`config.mk`:
```
export PLATFORM = sky130hd
export DESIGN_NAME = sfau_div
export DESIGN_NICKNAME = d
export VERILOG_FILES = /design/src/hdl/sfau_pkg.sv /design/src/hdl/sfau_div.sv
export SDC_FILE = /design/constraint.sdc
export NUM_CORES = 2
export LEC_CHECK = 0
export BUFFER_PORTS_ARGS = -buffer_cell sky130_fd_sc_hd__buf_4
export CORE_MARGIN = 1
export CORE_UTILIZATION = 35
export DETAILED_ROUTE_END_ITERATION = 6
export SETUP_SLACK_MARGIN = 0.4
export SYNTH_ARGS = -nofsm -noshare
export SYNTH_HDL_FRONTEND = slang
export SYNTH_SLANG_ARGS = --single-unit
export TNS_END_PERCENT = 50
```
`constraint.sdc`:
```
create_clock -name clk_i -period 25.3 [get_ports clk_i]
set_clock_uncertainty 0.2 [all_clocks]
set_input_delay 5.06 -clock clk_i [delete_from_list [all_inputs] [get_ports clk_i]]
set_output_delay 5.06 -clock clk_i [all_outputs]
set_load 0.05 [all_outputs]
```
`src/hdl/sfau_pkg.sv`:
```
// Shared types, codes and constants of the single-precision arithmetic unit.
// Depends on nothing; every other file of the unit imports it.
package sfau_pkg;

  localparam int DIV_STAGES = 6;
  localparam int DIV_STEP   = 5;
  localparam int QUO_W      = DIV_STAGES * DIV_STEP;
  localparam int LATENCY    = 1 + DIV_STAGES + 3;

  typedef logic [31:0]        word_t;
  typedef logic signed [10:0] sexp_t;

  localparam word_t SGN_BIT   = 32'h8000_0000;
  localparam word_t EXP_ALL   = 32'h7F80_0000;
  localparam word_t CANON_NAN = 32'h7FC0_0000;
  localparam word_t QUIET_BIT = 32'h0040_0000;
  localparam logic [7:0] EXP_TOP   = 8'hFF;
  localparam logic [7:0] BIAS      = 8'd127;
  localparam logic [7:0] SINT_TOP  = 8'd158;
  localparam logic [7:0] UINT_TOP  = 8'd159;
  localparam logic [7:0] I2F_EXP   = 8'd158;

  typedef enum logic [3:0] {
    OP_ADD    = 4'd0,
    OP_SUB    = 4'd1,
    OP_MUL    = 4'd2,
    OP_DIV    = 4'd3,
    OP_NEG    = 4'd4,
    OP_SINT2F = 4'd5,
    OP_UINT2F = 4'd6,
    OP_F2SINT = 4'd7,
    OP_F2UINT = 4'd8,
    OP_CMP    = 4'd9
  } op_e;

  typedef enum logic [1:0] {
    ORD_LESS    = 2'd0,
    ORD_EQUAL   = 2'd1,
    ORD_GREATER = 2'd2,
    ORD_UNORD   = 2'd3
  } ord_e;

  typedef enum logic [2:0] {
    K_DIRECT,
    K_ADD,
    K_MUL,
    K_DIV,
    K_I2F
  } kind_e;

  typedef struct packed {
    kind_e       kind;
    word_t       res;
    ord_e        ord;
    logic        sign;
    logic        eff_sub;
    sexp_t       e0;
    word_t       ma;
    logic [29:0] mb;
  } prep_t;

  typedef struct packed {
    kind_e kind;
    word_t res;
    ord_e  ord;
    logic  sign;
    sexp_t e0;
    word_t m;
  } mid_t;

endpackage

```
`src/hdl/sfau_div.sv`:
```
// Pipelined restoring mantissa divider, DIV_STEP quotient bits in each of the DIV_STAGES stages.
// Depends on sfau_pkg.
module sfau_div (
  input  logic            clk_i,
  input  logic [23:0]     rem_i,
  input  logic [23:0]     dsr_i,
  output sfau_pkg::word_t m_o
);
  import sfau_pkg::*;

  logic [23:0]      rem_q [DIV_STAGES];
  logic [23:0]      dsr_q [DIV_STAGES];
  logic [QUO_W-1:0] quo_q [DIV_STAGES];

  for (genvar k = 0; k < DIV_STAGES; k++) begin : g_stage
    logic [23:0]      rem_in, dsr_in, rem_d;
    logic [QUO_W-1:0] quo_in, quo_d;

    if (k == 0) begin : g_first
      assign rem_in = rem_i;
      assign dsr_in = dsr_i;
      assign quo_in = '0;
    end else begin : g_next
      assign rem_in = rem_q[k-1];
      assign dsr_in = dsr_q[k-1];
      assign quo_in = quo_q[k-1];
    end

    always_comb begin
      logic [24:0] r2, diff;
      rem_d = rem_in;
      quo_d = quo_in;
      for (int j = 0; j < DIV_STEP; j++) begin
        r2   = {rem_d, 1'b0};
        diff = r2 - {1'b0, dsr_in};
        if (r2 >= {1'b0, dsr_in}) begin
          rem_d = diff[23:0];
          quo_d = {quo_d[QUO_W-2:0], 1'b1};
        end else begin
          rem_d = r2[23:0];
          quo_d = {quo_d[QUO_W-2:0], 1'b0};
        end
      end
    end

    always_ff @(posedge clk_i) begin
      rem_q[k] <= rem_d;
      dsr_q[k] <= dsr_in;
      quo_q[k] <= quo_d;
    end
  end

  assign m_o = {1'b1, quo_q[DIV_STAGES-1], (rem_q[DIV_STAGES-1] != '0)};

endmodule

```
==> metrics <==
status=finished clean; mux cell area share after synthesis=around 8.3%; DIE AREA=142,000 sq um; Layout Nets=7,031; vias in the first global route=~44,000; Req. time, crit path=roughly 26 ns; R2R Setup Slk=approximately 7.3 ns; endpoint class of the critical path=register; WHS Endpoint=quo_q[3][7]; min Tclk post-route=21.09 ns; Setup WS post-layout=around 4.2 ns; setup TNS=0 ns; post-synth cell types=121; GPL Wtd Cong=about 0.95; final worst path period share=83.4%; Worst-Margin Slew=between 1 and 1.5 ns; post-synthesis xor/xnor area fraction=between 10% and 20%; Post-Synth Simple-Gate Area=16.4%; WHS=between 0.1 and 0.15 ns; CTS tree=done; worst hold path class=register to register; Fill cells=14,400; dpl ws=between 3 and 4 ns; Hold Path Depth=0; worst r2r path cells=63; share of layout cells above drive strength 1=9.42%; max-slew violation count=0; max-cap viol count=0; sequential fraction of the synthesis area=about 15%; Clk pin slew, worst setup/hold paths=~0.060 ns; cts bufs inserted=47; reg-to-reg endpoint=rem_q[5][18]; WL final=158 mm; DRT Pass-1 Iters=6; cells after synthesis=about 6,300; num ports=between 80 and 90; antenna violations before repair=8; remaining global-route overflow=0; Via Count=between 40,000 and 50,000; placed insts=slightly above 8,000; Synth Register Bits=369; PortBufs=between 70 and 80; fmax=about 47 MHz; die width=roughly 380 um; Hold-fix buffers, CTS=0; # DRC=0; H-Tree Level Count=2; 1st-iter DRT viols=roughly 3,300; P&R area growth vs syn=8.61%; CTS Buffer Depth=3; Routed Antenna Nets=0; post-CTS setup buffer count=0; slowest stage delay, CP=0.73 ns; Max FO, Critical Path=29; critical path type=input pin to register; Critical Path AT=21.40 ns; final cell count without fillers=between 8,000 and 9,000; r2r startpoint=dsr_q[4][0]; Slew HR=25.9%; final hold violation count=0; Core Box Area=around 140,000 sq um; die height=between 300 and 400 um; DR vias/cell=approximately 5.7; Root Driver=clkbuf_16; Std-Cell Rows=136; Yosys warning total=0; first-pass GRT wire length=about 250 mm; clock sinks=between 300 and 400; drt wl/cell=approximately 19 um; CP max-delay cell=and3_1; GRT Util Overall=~22%; largest family of logic cells by synthesized area=compound AO/OA/AOI/OAI gates; cell mode on critical path=a21oi_1; FF+latch area=approximately 7400 sq um; Multi-input gate area=approximately 40,000 sq um; Mapped Nets=7,006; Final setup violation count=0; Adder-Cell Fraction of Synth Area=18.0%; number of gates resized after cts=0; Compound-Gate Fraction of Synth Area=between 20% and 30%; most used flip-flop cell after synthesis=dfxtp_1; synthesized area=roughly 49,000 sq um; Worst Setup Start Kind=input pin; beginning of the worst hold path=quo_q[2][2]; Starting Density=a little over a third; Async SR Flop Fraction=0%; Final HPWL DP=129 mm; Post-synth EDFFs=0; worst skew pair latency=0.64 ns; Avg Inst Size Synth=7.84 sq um; RSZ-0062 raised after global routing=false; largest net degree at the start of global routing=38
## kinds of logic after synthesis
kind of cell    Yosys count
compound gates         2087
simple gates           1651
fa+ha+maj               702
xor+xnor                583
buf+inv                 501
flops                   369
mux                     361
other cells               1
## cell usage in the layout (no fill, tap or decap), types with 36 or more instances in the layout
cell type	instances
mux2_2	266
o21bai_1	96
a31oi_1	61
nand3_1	140
a21oi_1	574
mux2i_1	60
or2_2	42
ha_1	696
nand2b_1	87
dfxtp_1	369
o221ai_1	37
nand2_1	423
o211ai_1	41
inv_1	358
nor3_1	106
buf_4	103
or3_1	36
xor2_1	201
a211oi_1	58
nor2b_1	66
and3_1	58
o21a_1	105
nand4_1	85
xnor2_1	381
nor2_1	443
clkbuf_16	47
o21ai_0	453
and2_1	51
a21o_1	293
## routing by layer
| layer | vias up | share of wire, % | track usage, % |
|---|---|---|---|
| li1 | 23200 | - | - |
| met1 | 21700 | 44 | 27.3 |
| met2 | 1185 | 48 | 38.1 |
| met3 | 286 | 4.5 | 1.73 |
| met4 | 0 | 3.6 | 7.64 |
| met5 | - | 0 | 0 |
## how the worst max path moves through the flow
| stage | end | startpoint | depth (start not counted) | slack (ns) |
|---|---|---|---|---|
| global route | rem_q[0][9] | dsr_i[0] | 56 | 3.00 |
| detailed placement | rem_q[0][22] | dsr_i[0] | 56 | 3.89 |
| CTS | rem_q[0][9] | dsr_i[0] | 56 | 4.48 |
| finish | rem_q[0][3] | dsr_i[0] | 56 | 4.21 |
| global placement | rem_q[0][19] | dsr_i[0] | 56 | 4.20 |
| floorplan | rem_q[0][10] | dsr_i[16] | 61 | 6.77 |
## final cells by class
cell class | instances | share of cell area (%)
Multi-Input combinational cell | 5385 | 74.6
Sequential cell | 369 | 13.9
Tap cell | 1863 | 4.38
Inverter | 374 | 2.64
Clock buffer | 60 | 2.49
Timing Repair Buffer | 103 | 1.45
Clock inverter | 27 | 0.580
Antenna cell | 2 | 0.00940
## critical path: cells and delay by family
family / cells / cell delay [ns]
AOI/OAI and AO/OA: 31 / 8.14
and+or+nand+nor: 8 / 2.61
buffers and inverters: 6 / 1.87
adders and majority gates: 5 / 1.80
muxes: 5 / 1.78
xor gates and xnor gates: 1 / 0.08
## synth_stat cells, types with 96 or more instances
library cell  number  share of area (%)
a21o_1           293                4.5
a21oi_1          574                5.9
dfxtp_1          369                 15
ha_1             696                 18
inv_1            358                2.7
mux2_2           266                6.1
nand2_1          423                3.2
nand3_1          140                1.4
nor2_1           446                3.4
nor3_1           107                1.1
o21a_1           105                1.6
o21ai_0          453                4.6
o21bai_1          96                1.5
xnor2_1          381                6.8
xor2_1           201                3.6
## metrics by stage
step           instance area (sq um)  util, %
3_3_place_gp                   51600     37.4
3_5_place_dp                   51600     37.4
4_1_cts                        53300     38.5
6_report                       53300     38.5
2_1_floorplan                  49000        -
5_1_grt                        53300     38.5
## state kept, by name, summed over array words and instances (netlist names)
signal and cells:
dsr_q 120, quo_q 105, rem_q 144
Power is not shown: default switching activity piles up to over one toggle a cycle in this logic, so the estimate is an artifact.
