### config.mk
export PLATFORM = sky130hd
export DESIGN_NAME = sfau_norm
export DESIGN_NICKNAME = d
export VERILOG_FILES = /design/src/hdl/sfau_pkg.sv /design/src/hdl/sfau_norm.sv
export SDC_FILE = /design/constraint.sdc
export NUM_CORES = 1
export LEC_CHECK = 0
export BUFFER_PORTS_ARGS = -buffer_cell sky130_fd_sc_hd__buf_4
export CAP_MARGIN = 10
export CORE_UTILIZATION = 30
export DETAILED_ROUTE_END_ITERATION = 10
export PLACE_DENSITY = 0.55
export SLEW_MARGIN = 10
export SYNTH_ARGS = -nofsm -noshare
export SYNTH_HDL_FRONTEND = slang
export SYNTH_SLANG_ARGS = --single-unit
### constraint.sdc
create_clock -name clk_i -period 6.1 [get_ports clk_i]
set_clock_uncertainty 0.15 [all_clocks]
set_input_delay 0.915 -clock clk_i [delete_from_list [all_inputs] [get_ports clk_i]]
set_output_delay 0.915 -clock clk_i [all_outputs]
set_load 0.005 [all_outputs]
### src/hdl/sfau_pkg.sv
// Shared types, codes and constants of the single-precision arithmetic unit.
// Depends on nothing; every other file of the unit imports it.
package sfau_pkg;

  localparam int DIV_STAGES = 6;
  localparam int DIV_STEP   = 5;
  localparam int QUO_W      = DIV_STAGES * DIV_STEP;
  localparam int LATENCY    = 1 + DIV_STAGES + 3;

  typedef logic [31:0]        word_t;
  typedef logic signed [10:0] sexp_t;

  localparam word_t SGN_BIT   = 32'h8000_0000;
  localparam word_t EXP_ALL   = 32'h7F80_0000;
  localparam word_t CANON_NAN = 32'h7FC0_0000;
  localparam word_t QUIET_BIT = 32'h0040_0000;
  localparam logic [7:0] EXP_TOP   = 8'hFF;
  localparam logic [7:0] BIAS      = 8'd127;
  localparam logic [7:0] SINT_TOP  = 8'd158;
  localparam logic [7:0] UINT_TOP  = 8'd159;
  localparam logic [7:0] I2F_EXP   = 8'd158;

  typedef enum logic [3:0] {
    OP_ADD    = 4'd0,
    OP_SUB    = 4'd1,
    OP_MUL    = 4'd2,
    OP_DIV    = 4'd3,
    OP_NEG    = 4'd4,
    OP_SINT2F = 4'd5,
    OP_UINT2F = 4'd6,
    OP_F2SINT = 4'd7,
    OP_F2UINT = 4'd8,
    OP_CMP    = 4'd9
  } op_e;

  typedef enum logic [1:0] {
    ORD_LESS    = 2'd0,
    ORD_EQUAL   = 2'd1,
    ORD_GREATER = 2'd2,
    ORD_UNORD   = 2'd3
  } ord_e;

  typedef enum logic [2:0] {
    K_DIRECT,
    K_ADD,
    K_MUL,
    K_DIV,
    K_I2F
  } kind_e;

  typedef struct packed {
    kind_e       kind;
    word_t       res;
    ord_e        ord;
    logic        sign;
    logic        eff_sub;
    sexp_t       e0;
    word_t       ma;
    logic [29:0] mb;
  } prep_t;

  typedef struct packed {
    kind_e kind;
    word_t res;
    ord_e  ord;
    logic  sign;
    sexp_t e0;
    word_t m;
  } mid_t;

endpackage

### src/hdl/sfau_norm.sv
// Normalise and round: leading-zero count, left shift, round to nearest even, pack.
// Depends on sfau_pkg.
module sfau_norm (
  input  logic            clk_i,
  input  logic            rst_ni,
  input  logic            valid_i,
  input  sfau_pkg::mid_t  mid_i,
  output logic            valid_o,
  output sfau_pkg::word_t res_o,
  output logic [1:0]      ord_o
);
  import sfau_pkg::*;

  mid_t        a_q, b_d, b_q;
  logic [4:0]  lz_d, lz_q;
  logic        zero_d, zero_q;
  logic        va_q, vb_q, vc_q;
  word_t       res_d, res_q;
  ord_e        ord_d, ord_q;
  logic [23:0] qm;
  logic [7:0]  low;
  logic        up;
  logic [24:0] qi;
  sexp_t       exr;

  always_comb begin
    lz_d = '0;
    for (int i = 0; i < 32; i++) begin
      if (mid_i.m[i]) begin
        lz_d = 5'(31 - i);
      end
    end
  end

  always_comb begin
    b_d    = a_q;
    b_d.m  = a_q.m << lz_q;
    b_d.e0 = a_q.e0 - sexp_t'({6'b0, lz_q});
    zero_d = (a_q.m == '0);
  end

  always_comb begin
    qm    = b_q.m[31:8];
    low   = b_q.m[7:0];
    up    = (low > 8'h80) || (low == 8'h80 && qm[0]);
    qi    = {1'b0, qm} + {24'b0, up};
    exr   = b_q.e0 + sexp_t'({10'b0, qi[24]});
    ord_d = ORD_LESS;
    if (b_q.kind == K_DIRECT) begin
      res_d = b_q.res;
      ord_d = b_q.ord;
    end else if (zero_q) begin
      res_d = '0;
    end else if (exr >= sexp_t'(255)) begin
      res_d = {b_q.sign, EXP_ALL[30:0]};
    end else if (exr <= sexp_t'(0)) begin
      res_d = {b_q.sign, 31'b0};
    end else begin
      res_d = {b_q.sign, exr[7:0], qi[22:0]};
    end
  end

  always_ff @(posedge clk_i or negedge rst_ni) begin
    if (!rst_ni) begin
      va_q <= 1'b0;
      vb_q <= 1'b0;
      vc_q <= 1'b0;
    end else begin
      va_q <= valid_i;
      vb_q <= va_q;
      vc_q <= vb_q;
    end
  end

  always_ff @(posedge clk_i) begin
    a_q    <= mid_i;
    lz_q   <= lz_d;
    b_q    <= b_d;
    zero_q <= zero_d;
    res_q  <= res_d;
    ord_q  <= ord_d;
  end

  assign valid_o = vc_q;
  assign res_o   = res_q;
  assign ord_o   = ord_q;

endmodule
==> impl_results.md <==
* Largest net degree at the start of global routing at 37
* Commonest non-fill, non-tap cell in the layout: dfxtp_1
* Switch share at 22.9%
* Mux contribution to synthesized area at 10.3%
* HPWL after DPL at 12.1 mm
* Top_reg_cell synth: dfxtp_1
* Port Buffers at 118
* Worst path slowest cell: nor3_1
* Area Overhead vs Synth at 26.7%
* WL/cell at 13.6 um
* Row Count at 57
* 1st-pass router iterations at 5
* Initial antenna violation count at 0
* Initial DRC Count at 291
* Synth Area in Adders at 1.60%
* Global routing's busiest layer: met2
* Leakage power at 4.05 nW
* Sw Pwr at 0.000747 W
* YS warnings at 0
* CP cell instances: and2_1, ha_1, nand2_1, nor3_1, nand4_1, nor2_1, ha_1, ha_1, and4_4, nand4_2, xnor2_1, or3_1, or3b_4, o21ai_0
* Period minus WS final at 4670 ps
* CTS tree: done
* Total GRT Usage at 12.3%
* Setup ws final at 1430 ps
* Count of cell types in the netlist at 56
* Power per cell area at 342 nW/um^2
* EDFF count, synth at 0
* Share of power burned in registers at 46.2%
* Crit path capture type: flip-flop
* Vias in the first global route at 5068
* Core ar. at 24400 um^2
* Most common cell on crit path: ha_1
* Final Max Tran Viols at 0
* Status: finished, final reports clean
* Share of layout cells above drive strength 1 at 24.3%
* Slew margin rel. at 31.8%
* Most frequent cells in the layout: 201 x dfxtp_1, 121 x buf_4, 108 x nand2_1
* Combinational fraction of design power at 9.4%
* Asr flop ratio synth at 1.46%
* Xor/xnor share of the synthesized area at 3.97%
* RSZ-0062 raised after global routing: no
* Via-to-Cell Ratio at 4.58
* Clk sinks at 205
* N_diodes at 0
* Starting utilization of the core area at 30.8%
* Crit path largest cell delay at 710 ps
* Placement-stage cell area at 8690 um^2
* Routed wire length at 16.1 mm
* Met2 Use GR at 19.2%
* Clock group share of total power at 44.4%
* Die width at 160 um
* Clock transition at path regs at 60 ps
* Io pins at 119
* Clock tree buffer depth at 3
* Cell area after layout at 9510 um^2
* Crit share post-route at 76.6%
* Fin nets at 937
* Largest family of logic cells by synthesized area: simple AND/OR/NAND/NOR gates
* Cts repair resizes at 0
* Hold buffer count at cts at 0
* Kind of critical path: flip-flop to flip-flop
* Met1 Use GR at 17.0%
* Final setup viols at 0
* RePlAce Congestion at 0.852
* Grt met3 use at 2.65%
* Synth Net Count at 818
* Die area at 25600 um^2
* TritonCTS buffer count at 23
* Final Hold Slack at 49.1 ps
* Yosys reg bits at 205
* Final Hold Viols at 0
* P_int at 0.00251 W
* Final TNS setup at 0 ps
* Peak VDD IR at 0.271 mV
* Max Clk Rate at 214 MHz
* Worst hold path class: primary input to asynchronous set/reset pin
* Vias after detailed routing at 5420
* First-pass GRT wire length at 25.7 mm
* Residual DRC count at 0
* Setup bufs post-CTS at 0
* Die Height at 160 um
* Grt total ovfl at 0
* Worst setup SP type: flip-flop
* CTS root buffer: clkbuf_16
* Place WS at 1350 ps
* Crit path DAT at 4930 ps
* Simple-gate share of the synthesized area at 15.8%
* Part of the Yosys area used for sequential elements at 54.9%
* Avg Synthesized Cell Area at 10.3 um^2
* Maxcap violations at 0
* Synth Area in Compound Gates at 10.7%
* Gate Count Post-Synth at 725
* Worst-Margin Slew at 1020 ps
* Post-route ant nets at 0
* Critical Path Fanout Max at 22
* Design Power at 0.00325 W
* H-tree depth at 1
* Data required time at the worst endpoint at 6360 ps
* Post-Syn Area at 7500 um^2
* Clock Latency Late Sink at 490 ps
final timing paths:
| check | end | start | slack (ps) | depth (start not counted) |
|---|---|---|---|---|
| worst min register to register | b_q[73] | a_q[73] | 170 | 0 |
| min in group clk_i | b_q[73] | a_q[73] | 170 | 0 |
| worst max-delay path | res_o[0] | b_q[8] | 1430 | 14 |
| worst max register to register | res_o[0] | b_q[8] | 1430 | 14 |
| worst min-delay path | va_q | rst_ni | 50 | 1 |
| max in group asynchronous | valid_o | rst_ni | 5660 | 1 |
power groups by stage:
| stage | clock [W] | sequential (W) | combinational [W] |
|---|---|---|---|
| after floorplan | 0 | 0.00151 | 0.000198 |
| after global placement | 0 | 0.00153 | 0.000307 |
| after detailed placement | 0 | 0.00153 | 0.000306 |
| after CTS | 0.00149 | 0.00150 | 0.000308 |
| after global routing | 0.00155 | 0.00152 | 0.000340 |
| final | 0.00144 | 0.00150 | 0.000306 |
synth_stat cells (3+ instances only):
library cell / instances / area share (%)
a211oi_1: 5 / 0.50
a21o_1: 5 / 0.50
a21oi_1: 22 / 1.5
a221o_1: 3 / 0.40
a311o_1: 3 / 0.40
a31oi_1: 4 / 0.33
and2_1: 7 / 0.58
and3_1: 4 / 0.33
and4_1: 5 / 0.58
buf_1: 4 / 0.20
buf_2: 3 / 0.20
buf_6: 3 / 0.45
clkbuf_1: 15 / 0.75
dfrtp_1: 3 / 1.0
dfxtp_1: 202 / 54
ha_1: 8 / 1.3
inv_1: 15 / 0.75
mux2_2: 5 / 0.75
mux2i_1: 38 / 5.1
mux4_2: 15 / 4.5
nand2_1: 108 / 5.4
nand2b_1: 7 / 0.58
nand3_1: 13 / 0.87
nand4_1: 10 / 0.83
nor2_1: 63 / 3.2
nor2b_1: 4 / 0.33
nor3_1: 8 / 0.53
nor4_1: 15 / 1.3
o21a_1: 3 / 0.30
o21ai_0: 28 / 1.9
o21ai_2: 20 / 2.3
o22ai_1: 7 / 0.58
or3_1: 6 / 0.50
xnor2_1: 13 / 1.5
xor2_1: 21 / 2.5
cells by family after synthesis:
kind of cell	after synthesis
adder cells (fa/ha/maj)	9
flip-flops	205
multiplexers	58
XOR/XNOR	34
AND/OR/NAND/NOR	257
buffers and inverters	45
AO/OA/AOI/OAI	117
through the flow:
stage                     utilization, %  std cells
after floorplan                        -        725
after CTS                           39.0       1183
after detailed placement            35.6       1143
final                               39.0       1183
after global routing                39.0       1183
after global placement              35.6       1143
worst max-delay path, delay by kind of cell, from the launching register on:
family / cells / cell delay (ps)
and+or+nand+nor: 9 / 2890
adders and majority gates: 3 / 820
DFF: 1 / 360
xor gates and xnor gates: 1 / 130
AOI/OAI and AO/OA: 1 / 250
per-layer routing:
layer	up-vias	share of wire, %
met2	162	43
li1	2786	-
met1	2453	50
met3	19	6.3
met5	-	0
met4	0	1.5
sequential cells by signal (all words and copies together), names as in the netlist:
signal,flops
res_o,32
zero_q,1
ord_o,2
lz_q,5
valid_o,1
a_q,81
vb_q,1
b_q,81
va_q,1
final cells by class:
type / instances / area, um^2
timing repair buffer: 121 / 908
tap: 324 / 405
inverter: 18 / 67.6
fill: 2407 / 14900
sequential: 205 / 4120
clock inverter: 14 / 194
clock buffer: 26 / 628
multi-input combinational: 475 / 3190
Note: power is estimated with default switching activity, not from simulation.
