--- src/hdl/sfau_pkg.sv ---
// Shared types, codes and constants of the single-precision arithmetic unit.
// Depends on nothing; every other file of the unit imports it.
package sfau_pkg;

  localparam int DIV_STAGES = 6;
  localparam int DIV_STEP   = 5;
  localparam int QUO_W      = DIV_STAGES * DIV_STEP;
  localparam int LATENCY    = 1 + DIV_STAGES + 3;

  typedef logic [31:0]        word_t;
  typedef logic signed [10:0] sexp_t;

  localparam word_t SGN_BIT   = 32'h8000_0000;
  localparam word_t EXP_ALL   = 32'h7F80_0000;
  localparam word_t CANON_NAN = 32'h7FC0_0000;
  localparam word_t QUIET_BIT = 32'h0040_0000;
  localparam logic [7:0] EXP_TOP   = 8'hFF;
  localparam logic [7:0] BIAS      = 8'd127;
  localparam logic [7:0] SINT_TOP  = 8'd158;
  localparam logic [7:0] UINT_TOP  = 8'd159;
  localparam logic [7:0] I2F_EXP   = 8'd158;

  typedef enum logic [3:0] {
    OP_ADD    = 4'd0,
    OP_SUB    = 4'd1,
    OP_MUL    = 4'd2,
    OP_DIV    = 4'd3,
    OP_NEG    = 4'd4,
    OP_SINT2F = 4'd5,
    OP_UINT2F = 4'd6,
    OP_F2SINT = 4'd7,
    OP_F2UINT = 4'd8,
    OP_CMP    = 4'd9
  } op_e;

  typedef enum logic [1:0] {
    ORD_LESS    = 2'd0,
    ORD_EQUAL   = 2'd1,
    ORD_GREATER = 2'd2,
    ORD_UNORD   = 2'd3
  } ord_e;

  typedef enum logic [2:0] {
    K_DIRECT,
    K_ADD,
    K_MUL,
    K_DIV,
    K_I2F
  } kind_e;

  typedef struct packed {
    kind_e       kind;
    word_t       res;
    ord_e        ord;
    logic        sign;
    logic        eff_sub;
    sexp_t       e0;
    word_t       ma;
    logic [29:0] mb;
  } prep_t;

  typedef struct packed {
    kind_e kind;
    word_t res;
    ord_e  ord;
    logic  sign;
    sexp_t e0;
    word_t m;
  } mid_t;

endpackage

--- src/hdl/sfau_prep.sv ---
// Operand decode stage: special cases, direct results, add alignment, divider seed.
// Depends on sfau_pkg.
module sfau_prep (
  input  logic              clk_i,
  input  logic              rst_ni,
  input  logic              accept_i,
  input  logic [3:0]        op_i,
  input  sfau_pkg::word_t   a_i,
  input  sfau_pkg::word_t   b_i,
  output logic              valid_o,
  output sfau_pkg::prep_t   prep_o
);
  import sfau_pkg::*;

  word_t       y_add, x_add, z_add, sgn_ab, v_int;
  logic        swap, nan_a, nan_b;
  logic [7:0]  ex_x, ex_z, d_add, ea, eb, sh;
  logic [29:0] mx, mz, mz_sh, mz_al;
  logic [23:0] ma, mb;
  logic [24:0] ma_sh, rem_w;
  logic [54:0] wide;
  logic signed [31:0] key_a, key_b;
  prep_t       prep_d, prep_q;
  logic        valid_q;

  always_comb begin
    y_add = (op_e'(op_i) == OP_SUB) ? (b_i ^ SGN_BIT) : b_i;
    swap  = a_i[30:0] < y_add[30:0];
    x_add = swap ? y_add : a_i;
    z_add = swap ? a_i : y_add;
    ex_x  = x_add[30:23];
    ex_z  = z_add[30:23];
    mx    = {1'b1, x_add[22:0], 6'b0};
    mz    = (ex_z != 8'd0) ? {1'b1, z_add[22:0], 6'b0} : '0;
    d_add = ex_x - ex_z;
    mz_sh = mz >> d_add[4:0];
    if (d_add > 8'd30) begin
      mz_al = {29'b0, |mz};
    end else begin
      mz_al = mz_sh | {29'b0, ((mz_sh << d_add[4:0]) != mz)};
    end
  end

  always_comb begin
    ea     = a_i[30:23];
    eb     = b_i[30:23];
    ma     = {1'b1, a_i[22:0]};
    mb     = {1'b1, b_i[22:0]};
    sgn_ab = (a_i ^ b_i) & SGN_BIT;
    ma_sh  = (ma < mb) ? {ma, 1'b0} : {1'b0, ma};
    rem_w  = ma_sh - {1'b0, mb};
    sh     = ea - BIAS;
    wide   = {31'b0, ma} << sh[4:0];
    v_int  = wide[54:23];
    nan_a  = a_i[30:0] > EXP_ALL[30:0];
    nan_b  = b_i[30:0] > EXP_ALL[30:0];
    key_a  = (ea == 8'd0) ? '0 : (a_i[31] ? -$signed({1'b0, a_i[30:0]})
                                          : $signed({1'b0, a_i[30:0]}));
    key_b  = (eb == 8'd0) ? '0 : (b_i[31] ? -$signed({1'b0, b_i[30:0]})
                                          : $signed({1'b0, b_i[30:0]}));
  end

  always_comb begin
    prep_d      = '0;
    prep_d.kind = K_DIRECT;
    prep_d.ord  = ORD_LESS;
    case (op_e'(op_i))
      OP_ADD, OP_SUB: begin
        if (ex_x == EXP_TOP) begin
          if (x_add[22:0] == '0 && ex_z == EXP_TOP && z_add[22:0] == '0 &&
              x_add[31] != z_add[31]) begin
            prep_d.res = CANON_NAN;
          end else if (x_add[22:0] != '0) begin
            prep_d.res = x_add | QUIET_BIT;
          end else begin
            prep_d.res = x_add;
          end
        end else if (ex_x == 8'd0) begin
          prep_d.res = {x_add[31] & z_add[31], 31'b0};
        end else begin
          prep_d.kind    = K_ADD;
          prep_d.sign    = x_add[31];
          prep_d.eff_sub = x_add[31] ^ z_add[31];
          prep_d.e0      = sexp_t'({3'b0, ex_x}) + sexp_t'(2);
          prep_d.ma      = {2'b0, mx};
          prep_d.mb      = mz_al;
        end
      end
      OP_MUL: begin
        if (ea == EXP_TOP || eb == EXP_TOP) begin
          if ((ea == EXP_TOP && a_i[22:0] != '0) || (eb == EXP_TOP && b_i[22:0] != '0)) begin
            prep_d.res = CANON_NAN;
          end else if ((ea == EXP_TOP && eb == 8'd0) || (eb == EXP_TOP && ea == 8'd0)) begin
            prep_d.res = CANON_NAN;
          end else begin
            prep_d.res = sgn_ab | EXP_ALL;
          end
        end else if (ea == 8'd0 || eb == 8'd0) begin
          prep_d.res = sgn_ab;
        end else begin
          prep_d.kind = K_MUL;
          prep_d.sign = sgn_ab[31];
          prep_d.e0   = sexp_t'({3'b0, ea}) + sexp_t'({3'b0, eb}) - sexp_t'({3'b0, BIAS});
          prep_d.ma   = {8'b0, ma};
          prep_d.mb   = {6'b0, mb};
        end
      end
      OP_DIV: begin
        if (ea == EXP_TOP) begin
          prep_d.res = (a_i[22:0] != '0 || eb == EXP_TOP) ? CANON_NAN : (sgn_ab | EXP_ALL);
        end else if (eb == EXP_TOP) begin
          prep_d.res = (b_i[22:0] != '0) ? CANON_NAN : sgn_ab;
        end else if (eb == 8'd0) begin
          prep_d.res = (ea == 8'd0) ? CANON_NAN : (sgn_ab | EXP_ALL);
        end else if (ea == 8'd0) begin
          prep_d.res = sgn_ab;
        end else begin
          prep_d.kind = K_DIV;
          prep_d.sign = sgn_ab[31];
          prep_d.e0   = sexp_t'({3'b0, ea}) - sexp_t'({3'b0, eb}) + sexp_t'({3'b0, BIAS})
                        - sexp_t'({10'b0, (ma < mb)});
          prep_d.ma   = {8'b0, rem_w[23:0]};
          prep_d.mb   = {6'b0, mb};
        end
      end
      OP_NEG: begin
        prep_d.res = a_i ^ SGN_BIT;
      end
      OP_SINT2F: begin
        prep_d.kind = K_I2F;
        prep_d.sign = a_i[31];
        prep_d.e0   = sexp_t'({3'b0, I2F_EXP});
        prep_d.ma   = a_i[31] ? (32'd0 - a_i) : a_i;
      end
      OP_UINT2F: begin
        prep_d.kind = K_I2F;
        prep_d.e0   = sexp_t'({3'b0, I2F_EXP});
        prep_d.ma   = a_i;
      end
      OP_F2SINT: begin
        if (ea < BIAS) begin
          prep_d.res = '0;
        end else if (ea >= SINT_TOP) begin
          prep_d.res = a_i[31] ? 32'h8000_0000 : 32'h7FFF_FFFF;
        end else begin
          prep_d.res = a_i[31] ? (32'd0 - v_int) : v_int;
        end
      end
      OP_F2UINT: begin
        if (a_i[31] || ea < BIAS) begin
          prep_d.res = '0;
        end else if (ea >= UINT_TOP) begin
          prep_d.res = 32'hFFFF_FFFF;
        end else begin
          prep_d.res = v_int;
        end
      end
      OP_CMP: begin
        if (nan_a || nan_b) begin
          prep_d.ord = ORD_UNORD;
        end else if (key_a < key_b) begin
          prep_d.ord = ORD_LESS;
        end else if (key_a > key_b) begin
          prep_d.ord = ORD_GREATER;
        end else begin
          prep_d.ord = ORD_EQUAL;
        end
      end
      default: begin
      end
    endcase
  end

  always_ff @(posedge clk_i or negedge rst_ni) begin
    if (!rst_ni) begin
      valid_q <= 1'b0;
    end else begin
      valid_q <= accept_i;
    end
  end

  always_ff @(posedge clk_i) begin
    prep_q <= prep_d;
  end

  assign valid_o = valid_q;
  assign prep_o  = prep_q;

endmodule

--- config.mk ---
export PLATFORM = sky130hd
export DESIGN_NAME = sfau_prep
export DESIGN_NICKNAME = d
export VERILOG_FILES = /design/src/hdl/sfau_pkg.sv /design/src/hdl/sfau_prep.sv
export SDC_FILE = /design/constraint.sdc
export NUM_CORES = 1
export LEC_CHECK = 0
export ABC_CLOCK_PERIOD_IN_PS = 800
export BUFFER_PORTS_ARGS = -buffer_cell sky130_fd_sc_hd__clkbuf_2
export CORE_MARGIN = 10
export CORE_UTILIZATION = 35
export CTS_CLUSTER_DIAMETER = 30
export CTS_CLUSTER_SIZE = 20
export DETAILED_ROUTE_END_ITERATION = 12
export GPL_TIMING_DRIVEN = 0
export SLEW_MARGIN = 20
export SYNTH_ARGS = -nofsm -noshare
export SYNTH_HDL_FRONTEND = slang
export SYNTH_SLANG_ARGS = --single-unit
--- constraint.sdc ---
create_clock -name clk_i -period 0.8 [get_ports clk_i]
set_input_delay 0.12 -clock clk_i [delete_from_list [all_inputs] [get_ports clk_i]]
set_output_delay 0.12 -clock clk_i [all_outputs]
set_load 0.01 [all_outputs]
==> flow_metrics.py <==
metrics = {
    "run_status": {
        "status": "finished, violations left",
        "violations": "negative setup slack",
    },
    "clocking": {
        "clock_sinks": 113,
        "cts_buffer_depth": 2,
        "cts_tree": "done",
        "cts_buffers": 17,
        "clkTransAtPathRegs_ns": 0.06,
        "htree_levels": 4,
        "cts_root_buf": "clkbuf_16",
    },
    "critical_path": {
        "required_ns": 1.14,
        "max_stage_delay_ns": 0.59,
        "path_max_fanout": 8,
        "start_kind": "input port",
        "critPathTopFamily": "compound AO/OA/AOI/OAI gates",
        "critPathKind": "in2reg",
        "critical-path-slowest-cell": "mux4_2",
        "worst_ep_arrival_time_ns": 6.64,
        "cp-end-kind": "flop",
        "crit_buf_inv": 9,
    },
    "routing": {
        "wl_met3_mm": 12.3,
        "num_vias": 24800,
        "wl_met1_mm": 44.9,
        "routedWlPerCell_um": 33.4,
        "wl_met2_mm": 54.4,
        "firstDrtPassIters": 6,
        "highest_layer": "met4",
        "wl_mm": 124,
        "antenna_left": 0,
        "drc": 0,
        "first_iter_violations": 2749,
        "vias_per_cell": 6.70,
    },
    "sta": {
        "drv_slew": 0,
        "maxSlewHeadroom": 0.244,
        "fmax_mhz": 159,
        "fin_crit_ns": 6.30,
        "fin_crit_sh": 7.87,
        "tns_ns": -435.84,
        "worstMarginPinSlew_ns": 1.13,
        "hold_viol": 0,
        "rsz0062_at_grt": "true",
        "setup_viol": 224,
        "worst_slack_ns": -5.50,
    },
    "yosys": {
        "yosysTopAreaCell": "dfxtp_1",
        "synth_edf_count": 0,
        "syn-num-nets": 2763,
        "ys_seq_area_frac": 0.127,
        "synthDistinctLibCells": 109,
        "yosys.area.top_type_share": 0.125,
        "syn_inst": 2569,
        "ys.flop_type": "dfxtp_1",
        "yosysWarnings": 0,
        "synth_area_per_cell_um2": 6.97,
        "synth_most_common_cell": "nand2_1",
        "synthTopCellsByArea": "dfxtp_1, ha_1, a21oi_1",
        "netlist_area_um2": 17900,
        "ys_ff_latch": 113,
        "async_flop_share": 0.00885,
        "synth_common_cells": "nand2_1, a21oi_1, nor2_1",
    },
    "finish": {
        "drive_gt1_frac": 0.356,
        "fin_nets": 3210,
        "syn_to_final_growth_pct": 46.2,
        "final_cells": 3702,
        "utilization": 0.520,
        "fillers": 4973,
    },
    "placed_design": {
        "dp.cells": 3413,
        "portBuffers": 170,
        "gp_congestion": 1.08,
        "dp_hpwl_mm": 94.5,
        "pre_cts_slack_ns": -7.75,
    },
    "floorplanning": {
        "core_area_um2": 50400,
        "start_util": 0.356,
        "die-area_um2": 60600,
        "die_h_um": 246,
        "ioPinCount": 184,
        "std_cell_rows": 82,
        "die_width_um": 246,
    },
    "global_route": {
        "grt_overflow": 0,
        "track_usage": 0.386,
        "grt_pass1_wl_mm": 169,
        "grt_pass1_vias": 22800,
        "grt_max_degree": 17,
        "antenna_found_initial": 0,
    },
    "power_and_ir_drop": {
        "ir_worst_vdd_v": 0.00177,
        "power_density_nw_per_um2": 1780,
        "p_leak_uw": 0.0106,
    },
    "job": {
        "drv_cap": 0,
    },
    "hold_path": {
        "hp-class": "in2reg",
    },
}
metal layers:
metal,GRT usage,vias to the layer above
met5,0,-
met4,0.321,0
met3,0.0933,533
met2,0.601,1763
met1,0.443,12000
li1,-,10500
report_power, final:
| part | internal (µW) | leakage [µW] | switching, µW |
|---|---|---|---|
| clock network | 4180 | 0.000250 | 3180 |
| registers | 5970 | 0.000937 | 96.4 |
| logic | 12600 | 0.00941 | 20500 |
registers in the layout, indices dropped and copies added (netlist names):
signal,flops
valid_o,1
prep_o,112
layout by cell type (no fill, tap or decap), types with 31 or more instances in the layout:
| master | instances |
|---|---|
| xnor2_1 | 62 |
| clkbuf_2 | 145 |
| dfxtp_1 | 91 |
| a211oi_1 | 38 |
| o21ai_2 | 37 |
| buf_6 | 36 |
| o211ai_1 | 36 |
| nor2_1 | 206 |
| mux2i_1 | 57 |
| buf_4 | 236 |
| o21ai_0 | 130 |
| a21oi_1 | 215 |
| a21oi_2 | 31 |
| clkbuf_1 | 84 |
| xor2_1 | 36 |
| nor3_1 | 44 |
| nand2b_1 | 31 |
| inv_1 | 42 |
| nand3_1 | 69 |
| clkbuf_16 | 37 |
| nand4_1 | 35 |
| ha_1 | 89 |
| nand2_1 | 275 |
| mux4_2 | 31 |
path summary, 6_finish.rpt:
path | from | endpoint | slack (ns) | depth (start not counted)
worst max-delay path | b_i[11] | prep_o[0] | -5.50 | 29
worst min-delay path | b_i[0] | prep_o[30] | 0.01 | 3
max in group asynchronous | rst_ni | valid_o | 0.25 | 3
min in group asynchronous | rst_ni | valid_o | 0.45 | 3
through the flow:
| stage | instance area [µm²] | hold slack [ns] | power [µW] |
|---|---|---|---|
| 2_1_floorplan | 18900 | -0.176 | 22100 |
| 3_3_place_gp | 20600 | -0.105 | 31200 |
| 3_5_place_dp | 20600 | -0.103 | 31100 |
| 4_1_cts | 24000 | -0.0295 | 42300 |
| 5_1_grt | 26200 | 0.0228 | 47800 |
| 6_report | 26200 | 0.0144 | 46500 |
cells by family (layout without fill, tap and decap cells):
kind of cell | count (synthesis) | count (layout) | synth area share
buffers and inverters | 302 | 762 | 0.0668
AND/OR/NAND/NOR | 899 | 899 | 0.240
adder cells (fa/ha/maj) | 123 | 123 | 0.0876
AO/OA/AOI/OAI | 889 | 889 | 0.326
multiplexers | 141 | 141 | 0.103
flip-flops | 113 | 113 | 0.127
other | 0 | 1 | 0
XOR/XNOR | 102 | 102 | 0.0499
area by class of cell:
type                    count  area (µm²)  share of cell area
multi-input cells        2154       16900               0.645
repair buffers            434        3390               0.129
flip-flops and latches    113        2290              0.0876
plain buffers             210        1710              0.0654
well taps                 672         841              0.0321
inverters                  86         515              0.0197
clock buffers              25         485              0.0185
clock inverters             7        52.6             0.00201
diodes                      1        2.50           0.0000955
timing repair:
action	in CTS	in global routing
hold buffers	6	2
buffers inserted	142	114
resized for setup	375	359
endpoints found under the setup margin	224	224
pin swaps	63	99
endpoints found under the hold margin	7	2
cloned	1	1
Note: power is estimated with default switching activity, not from simulation.
